File: src/rtl/core/bole_pkg.sv
`default_nettype none
package bole_pkg;

    localparam int CAPACITY    = 16;
    localparam int VALUE_WIDTH = 32;

    // cell index and fill count widths
    localparam int IDX_W = (CAPACITY > 1) ? $clog2(CAPACITY) : 1;
    localparam int CNT_W = $clog2(CAPACITY + 1);

    localparam logic [CNT_W-1:0] FULL_COUNT = CNT_W'(CAPACITY);

    typedef enum logic [2:0] {
        FN_HEAD   = 3'd0,
        FN_AT     = 3'd1,
        FN_APPEND = 3'd2,
        FN_SEARCH = 3'd3,
        FN_REMOVE = 3'd4
    } t_func;

    localparam logic [1:0] ST_OK        = 2'd0;
    localparam logic [1:0] ST_FULL      = 2'd1;
    localparam logic [1:0] ST_NOT_FOUND = 2'd2;

    typedef enum logic [1:0] {
        CM_HOLD,
        CM_COMPARE,
        CM_INSERT,
        CM_REMOVE
    } t_cell_mode;

    typedef struct packed {
        t_cell_mode       mode;
        logic [CNT_W-1:0] pos;    // insert or removal slot
        logic [CNT_W-1:0] count;  // entries held before the operation
    } t_cell_ctrl;

endpackage
`default_nettype wire

File: src/rtl/core/bole_cell.sv
`default_nettype none
module bole_cell
    import bole_pkg::*;
(
    input  wire logic                   i_clk,
    input  wire logic [IDX_W-1:0]       i_index,
    input  wire t_cell_ctrl             i_ctrl,
    input  wire logic [VALUE_WIDTH-1:0] i_key,
    input  wire logic [VALUE_WIDTH-1:0] i_left,
    input  wire logic [VALUE_WIDTH-1:0] i_right,
    output logic      [VALUE_WIDTH-1:0] o_value,
    output logic                        o_match
);

    logic [VALUE_WIDTH-1:0] r_value;
    logic                   r_match;
    logic [VALUE_WIDTH-1:0] n_value;
    logic                   n_match;
    logic [CNT_W-1:0]       idx;

    assign idx = CNT_W'(i_index);

    always_comb begin
        n_value = r_value;
        n_match = r_match;
        unique case (i_ctrl.mode)
            CM_HOLD: begin
            end
            CM_COMPARE: begin
                n_match = (r_value == i_key) && (idx < i_ctrl.count);
            end
            CM_INSERT: begin
                // open a gap at the slot: shift the upper part up by one
                if (idx > i_ctrl.pos) begin
                    n_value = i_left;
                end else if (idx == i_ctrl.pos) begin
                    n_value = i_key;
                end
            end
            CM_REMOVE: begin
                // close the gap: pull the upper part down by one
                if (idx >= i_ctrl.pos) begin
                    n_value = i_right;
                end
            end
            default: begin
            end
        endcase
    end

    always_ff @(posedge i_clk) begin
        r_value <= n_value;
        r_match <= n_match;
    end

    assign o_value = r_value;
    assign o_match = r_match;

endmodule
`default_nettype wire

File: src/rtl/core/bounded_ordered_list_engine.sv
`default_nettype none
// Channel   Dir  Transaction content
// s_axis    in   tuser: func[2:0]; tdata: value[31:0], position[36:32], zero fill to 40 bits
// m_axis    out  tuser: status[1:0]; tdata: hit_index[3:0], entry_count[8:4], zero fill
//
// A new transaction is taken only once the last one has left the apply cycle: accept,
// a compare cycle in which every cell checks its entry against the key, then an apply
// cycle that finds the first match and shifts the cells one place up or down in parallel.
// The result is registered when the apply cycle completes, whatever the fill of the list.
// Reset clears the entry count and the control state; cell contents stay as they are.
// A stalled result holds the next apply cycle; the next input may still be taken.
module bounded_ordered_list_engine
    import bole_pkg::*;
(
    input  wire logic        i_clk,
    input  wire logic        i_rst_n,
    input  wire logic        s_axis_tvalid,
    output logic             s_axis_tready,
    input  wire logic [39:0] s_axis_tdata,   // value[31:0], position[36:32]
    input  wire logic [2:0]  s_axis_tuser,   // func[2:0]
    output logic             m_axis_tvalid,
    input  wire logic        m_axis_tready,
    output logic      [15:0] m_axis_tdata,   // hit_index[3:0], entry_count[8:4]
    output logic      [1:0]  m_axis_tuser    // status[1:0]
);

    typedef enum logic [1:0] {
        S_IDLE,
        S_CMP,
        S_APPLY
    } t_state;

    t_state r_state;
    logic [2:0]  r_func;
    logic [31:0] r_value;
    logic [4:0]  r_pos;
    logic [CNT_W-1:0] r_count;
    logic        r_out_valid;
    logic [1:0]  r_out_status;
    logic [3:0]  r_out_hit;
    logic [4:0]  r_out_count;

    logic [VALUE_WIDTH-1:0] key;
    logic [VALUE_WIDTH-1:0] cell_value [CAPACITY];
    logic [CAPACITY-1:0]    cell_match;
    t_cell_ctrl             ctrl;

    logic             accept;
    logic             apply_go;
    logic             is_insert;
    logic             is_lookup;
    logic             full;
    logic             found;
    logic [IDX_W-1:0] hit_idx;
    logic [CNT_W-1:0] ins_pos;
    logic [1:0]       status;
    logic [CNT_W-1:0] n_count;

    assign key           = VALUE_WIDTH'(r_value);
    assign s_axis_tready = (r_state == S_IDLE);
    assign accept        = s_axis_tvalid && s_axis_tready;
    assign apply_go      = (r_state == S_APPLY) && (!r_out_valid || m_axis_tready);

    assign is_insert = (r_func == FN_HEAD) || (r_func == FN_AT) || (r_func == FN_APPEND);
    assign is_lookup = (r_func == FN_SEARCH) || (r_func == FN_REMOVE);
    assign full      = (r_count == FULL_COUNT);

    // first matching cell, lowest index wins
    always_comb begin
        found   = 1'b0;
        hit_idx = '0;
        for (int i = CAPACITY - 1; i >= 0; i--) begin
            if (cell_match[i]) begin
                found   = 1'b1;
                hit_idx = IDX_W'(i);
            end
        end
    end

    // insert slot; a position at or past the tail appends
    always_comb begin
        unique case (r_func)
            FN_HEAD: ins_pos = '0;
            FN_AT: begin
                if ((CNT_W + 5)'(r_pos) >= (CNT_W + 5)'(r_count)) begin
                    ins_pos = r_count;
                end else begin
                    ins_pos = CNT_W'(r_pos);
                end
            end
            default: ins_pos = r_count;
        endcase
    end

    always_comb begin
        ctrl.mode  = CM_HOLD;
        ctrl.pos   = ins_pos;
        ctrl.count = r_count;
        status     = ST_OK;
        n_count    = r_count;
        if (r_state == S_CMP) begin
            ctrl.mode = CM_COMPARE;
        end
        if (is_insert) begin
            if (full) begin
                status = ST_FULL;
            end else if (apply_go) begin
                ctrl.mode = CM_INSERT;
                n_count   = r_count + 1'b1;
            end
        end else if (is_lookup) begin
            if (!found) begin
                status = ST_NOT_FOUND;
            end else if (r_func == FN_REMOVE) begin
                ctrl.pos = CNT_W'(hit_idx);
                n_count  = r_count - 1'b1;
                if (apply_go) begin
                    ctrl.mode = CM_REMOVE;
                end
            end
        end
    end

    for (genvar g = 0; g < CAPACITY; g++) begin : g_cell
        logic [VALUE_WIDTH-1:0] left;
        logic [VALUE_WIDTH-1:0] right;
        if (g == 0) begin : g_first
            assign left = key;
        end else begin : g_inner_l
            assign left = cell_value[g-1];
        end
        if (g == CAPACITY - 1) begin : g_last
            assign right = key;
        end else begin : g_inner_r
            assign right = cell_value[g+1];
        end
        bole_cell u_cell (
            .i_clk   (i_clk),
            .i_index (IDX_W'(g)),
            .i_ctrl  (ctrl),
            .i_key   (key),
            .i_left  (left),
            .i_right (right),
            .o_value (cell_value[g]),
            .o_match (cell_match[g])
        );
    end

    always_ff @(posedge i_clk) begin
        if (!i_rst_n) begin
            r_state     <= S_IDLE;
            r_count     <= '0;
            r_out_valid <= 1'b0;
        end else begin
            if (m_axis_tready && !apply_go) begin
                r_out_valid <= 1'b0;
            end
            unique case (r_state)
                S_IDLE: begin
                    if (accept) begin
                        r_state <= S_CMP;
                    end
                end
                S_CMP: begin
                    r_state <= S_APPLY;
                end
                S_APPLY: begin
                    // hold here until the output register is free
                    if (apply_go) begin
                        r_state     <= S_IDLE;
                        r_count     <= n_count;
                        r_out_valid <= 1'b1;
                    end
                end
                default: r_state <= S_IDLE;
            endcase
        end
        // payload registers
        if (accept) begin
            r_func  <= s_axis_tuser;
            r_value <= s_axis_tdata[31:0];
            r_pos   <= s_axis_tdata[36:32];
        end
        if (apply_go) begin
            r_out_status <= status;
            r_out_hit    <= (is_lookup && found) ? 4'(hit_idx) : 4'd0;
            r_out_count  <= 5'(n_count);
        end
    end

    assign m_axis_tvalid = r_out_valid;
    assign m_axis_tuser  = r_out_status;
    assign m_axis_tdata  = {7'd0, r_out_count, r_out_hit};

    // fill count never passes the capacity
    a_count_bound: assert property (@(posedge i_clk) disable iff (!i_rst_n)
        r_count <= FULL_COUNT)
        else $error("entry count above capacity");

    // a refused insert only happens on a full list and leaves it full
    a_full_status: assert property (@(posedge i_clk) disable iff (!i_rst_n)
        apply_go && status == ST_FULL |=> r_count == FULL_COUNT)
        else $error("full status with a list that is not full");

    // a successful removal shrinks the list by one
    a_remove_count: assert property (@(posedge i_clk) disable iff (!i_rst_n)
        apply_go && r_func == FN_REMOVE && found |=> r_count == $past(r_count) - 1'b1)
        else $error("removal did not shrink the list");

    // no new input while an item is in flight
    a_one_in_flight: assert property (@(posedge i_clk) disable iff (!i_rst_n)
        accept |=> !s_axis_tready)
        else $error("input taken while busy");

endmodule
`default_nettype wire

File: config.mk
export PLATFORM = sky130hd
export DESIGN_NAME = bounded_ordered_list_engine
export DESIGN_NICKNAME = d
export VERILOG_FILES = /design/src/rtl/core/bole_pkg.sv /design/src/rtl/core/bole_cell.sv /design/src/rtl/core/bounded_ordered_list_engine.sv
export SDC_FILE = /design/constraint.sdc
export NUM_CORES = 2
export LEC_CHECK = 0
export BUFFER_PORTS_ARGS = -buffer_cell sky130_fd_sc_hd__buf_2
export CAP_MARGIN = 20
export CORE_MARGIN = 2
export CORE_UTILIZATION = 45
export CTS_CLUSTER_DIAMETER = 60
export CTS_CLUSTER_SIZE = 30
export DETAILED_ROUTE_END_ITERATION = 10
export SLEW_MARGIN = 20
export SYNTH_ARGS = -nofsm -noshare
export SYNTH_HDL_FRONTEND = slang
export SYNTH_SLANG_ARGS = --single-unit
File: constraint.sdc
create_clock -name i_clk -period 16.1 [get_ports i_clk]
set_clock_uncertainty 0.05 [all_clocks]
set_input_delay 1.61 -clock i_clk [delete_from_list [all_inputs] [get_ports i_clk]]
set_output_delay 1.61 -clock i_clk [all_outputs]
set_load 0.01 [all_outputs]
==> impl_metrics.py <==
metrics = {
    "run_status": {
        "status": "completed",
    },
    "setup_path": {
        "critPathMostFrequentCell": "buf_4",
        "timing.critical_path.required_ns": 16.41,
        "rr_startpoint": "r_count[2]",
        "timing.critical_path.to": "g_cell[5].u_cell.o_value[17]",
        "critical_path.startpoint_type": "input pin",
        "timing.critical_path.max_delay_family": "buffers and inverters",
        "critical_path_depth": 8,
        "r2r_cells": 13,
        "crit_path_max_fanout": 260,
        "timing.critical_path.cells": "buf_2 > nand2b_1 > nor2b_2 > and2_4 > buf_4 > buf_12 > buf_4 > o21ai_0",
        "crit_arrival_ns": 6.03,
        "crit_start": "m_axis_tready",
        "critical_path.reg2reg.endpoint": "g_cell[6].u_cell.o_value[17]",
        "worstSetupPathType": "in -> reg",
        "critical_path.endpoint_type": "flip-flop",
        "reg2reg_slack_ns": 10.53,
        "timing.critical_path.slowest_cell_delay_ns": 0.90,
        "critical-path-slowest-cell": "buf_4",
        "worst-path-buf-inv": 4,
    },
    "floorplan": {
        "die_width_um": 284,
        "die_area_um2": 80400,
        "initial_utilization_pct": 45.4,
        "i_o_pin_count": 67,
        "coreArea_um2": 77500,
        "placementRows": 102,
        "die_height_um": 284,
    },
    "yosys": {
        "synthTopCellsByCount": "nand2_1, edfxtp_1, xnor2_1",
        "synthMostInstantiatedCell": "nand2_1",
        "post-synth-top-area-cell": "edfxtp_1",
        "synthDistinctLibCells": 70,
        "count_of_state_elements_after_synthesis": 587,
        "asyncSetResetFlopFracSynth_pct": 0,
        "synthesis.area_per_instance_um2": 10.3,
        "synth_sequential_area_ratio_pct": 49.9,
        "leading_post_synthesis_cells_by_cell_area": "edfxtp_1, xnor2_1, xor2_1",
        "synth.yosys.warnings": 0,
        "syn_area_um2": 35200,
        "area_fraction_of_the_dominant_cell_type_after_synthesis_pct": 49.5,
        "synth_enable_flop_cells": 579,
        "yosys_most_used_dff": "edfxtp_1",
        "synth_cells": 3424,
    },
    "job": {
        "max_cap_violations": 0,
    },
    "placed_design": {
        "place_congestion": 0.964,
        "placed_cell_area_um2": 36200,
        "placement.io_buffers": 56,
        "detailed_placer_s_ending_hpwl_um": 87700,
        "post-place-ws_ns": 9.34,
    },
    "final_layout": {
        "multi_input_area_um2": 16400,
        "post_route_cells_drive_above_1_share_pct": 10.2,
        "antenna_diode_count": 0,
        "layout-area-overhead-vs-synth_pct": 8.94,
        "stdcell_area_um2": 38300,
        "final_nets": 3367,
        "nFillCells": 7119,
        "fin_util_pct": 49.4,
        "layout.area.seq_um2": 17500,
    },
    "sta": {
        "fin_crit_ns": 5.72,
        "setup_viol_count_final": 0,
        "hold_viol_final": 0,
        "timing.max_slew.rel_slack_pct": 19.3,
        "rsz0062_at_grt": "false",
        "peak_freq_mhz": 175,
        "fin_ws_ns": 10.38,
        "final.period_utilization_pct": 35.5,
        "final_max_slew_viol_count": 0,
        "worst_pin_slew_ns": 1.21,
        "fin_setup_tns_ns": 0,
    },
    "hold_path": {
        "worstHoldPathType": "reg -> reg",
        "hp-start": "m_axis_tvalid",
        "min_delay_path_depth": 2,
    },
    "route": {
        "route.final.wire_length_um": 124000,
        "detail_route.vias_per_cell": 6.19,
        "detailedRoute.firstIterationViolations": 3881,
        "remaining_drc_errors": 0,
        "vias": 27300,
        "ant_nets": 0,
        "first_pass_iters": 8,
        "wire_per_inst_um": 28.1,
    },
    "global_route": {
        "grt_use_total_pct": 29.8,
        "grt_max_degree": 261,
        "via_count_of_the_first_global_routing_pass": 25800,
        "grt_pass1_wl_um": 178000,
        "grt_antenna_before_repair": 0,
        "overflow": 0,
    },
    "clocking": {
        "clock_latency_ns": 0.68,
        "clkTransAtPathRegs_ns": 0.08,
        "cts_resized": 0,
        "clock_tree.htree_level_count": 2,
        "cts.path.max_buffers": 3,
        "cts_setup_buffers": 0,
        "tritoncts": "yes",
        "ctsHoldBuffers": 0,
        "cts_root_buffer": "clkbuf_16",
        "cts_inserted_buffers": 59,
        "cts_sinks": 587,
    },
    "pwr": {
        "cellPowerDensity_nw_per_um2": 96.8,
        "static-leakage-power_nw": 12.7,
        "totalPowerFinal_mw": 3.71,
        "irDropWorstVdd_mv": 0.0835,
    },
}
[worst min-delay path: cells and delay by family, from the launching register on]
kind             cells  cell delay, ns
AND/OR/NAND/NOR      1            0.10
AO/OA/AOI/OAI        1            0.08
flip-flops           1            0.31
[how the worst min path moves through the flow]
| stage | slack (ns) | endpoint |
|---|---|---|
| after detailed placement | 0.48 | m_axis_tvalid |
| after floorplan | 0.47 | m_axis_tvalid |
| after global placement | 0.47 | m_axis_tvalid |
| final | 0.49 | m_axis_tvalid |
| after global routing | 0.53 | m_axis_tvalid |
| after CTS | 0.49 | m_axis_tvalid |
[metrics by stage]
step / cells / hold WS [ns]
after floorplan: 3430 / 0.468
after global placement: 4289 / 0.475
final: 4402 / 0.487
after CTS: 4400 / 0.491
after detailed placement: 4289 / 0.478
after global routing: 4402 / 0.528
[cell usage in the layout (no fill, tap or decap), types with 4 or more instances in the layout]
master | netlist | final
o221a_1 | 15 | 15
a21oi_4 | 0 | 9
buf_2 | 49 | 56
nor4_1 | 80 | 80
clkbuf_16 | 0 | 60
buf_4 | 13 | 75
o221a_2 | 17 | 17
mux2i_1 | 196 | 196
nor2_1 | 155 | 149
inv_6 | 0 | 8
o211ai_1 | 129 | 129
o21ai_0 | 147 | 147
and2_1 | 9 | 7
a21oi_1 | 19 | 11
o21ai_1 | 89 | 87
clkinv_4 | 0 | 7
o21a_1 | 4 | 4
clkinv_8 | 0 | 6
a31oi_1 | 97 | 97
nand4_1 | 70 | 70
nor3_2 | 0 | 4
dfxtp_1 | 8 | 8
xnor2_1 | 260 | 260
inv_1 | 13 | 12
o21ai_2 | 3 | 4
conb_1 | 1 | 7
clkinvlp_4 | 0 | 7
nand2b_1 | 5 | 5
clkinv_1 | 0 | 5
nand2_1 | 593 | 592
mux2_4 | 30 | 30
nor2_4 | 0 | 5
o31ai_1 | 34 | 34
edfxtp_1 | 579 | 579
inv_8 | 0 | 10
xor2_1 | 258 | 258
ha_1 | 8 | 8
nand3_1 | 181 | 180
nor3_1 | 45 | 41
[power breakdown]
part	switching [mW]	internal, mW	leakage (nW)
combinational	0.333	0.164	6.41
clock	0.723	0.737	0.970
sequential	0.0281	1.72	5.34
total	1.08	2.62	12.7
[registers in the layout, indices dropped and copies added (netlist names)]
| name | count |
|---|---|
| r_state | 2 |
| m_axis_tuser | 2 |
| r_out_hit | 4 |
| g_cell.left | 32 |
| r_pos | 5 |
| m_axis_tvalid | 1 |
| r_out_count | 5 |
| g_cell.u_cell.o_value | 512 |
| r_func | 3 |
| r_count | 5 |
| g_cell.u_cell.o_match | 16 |
[routing by layer]
metal	wire length (µm)	vias to the layer above	track usage [%]
li1	-	12200	-
met1	49100	13300	40.0
met2	54900	1562	45.6
met3	11400	257	4.69
met4	8250	0	17.8
met5	0	-	0
[layout make-up]
class	count	area share (%)
Multi-Input combinational cell	2516	42.9
Timing Repair Buffer	135	2.45
Sequential cell	587	45.8
Clock buffer	62	3.94
Clock inverter	49	1.36
Tap cell	1040	3.40
Inverter	13	0.127
[cells by family after synthesis]
kind of cell	share of synthesized area [%]
buf+inv	4.06
other cells	0.0107
fa+ha+maj	0.285
flops	49.9
xor+xnor	12.9
mux	6.96
simple gates	14.8
compound gates	11.1
Power figures use the tool's default switching activity.
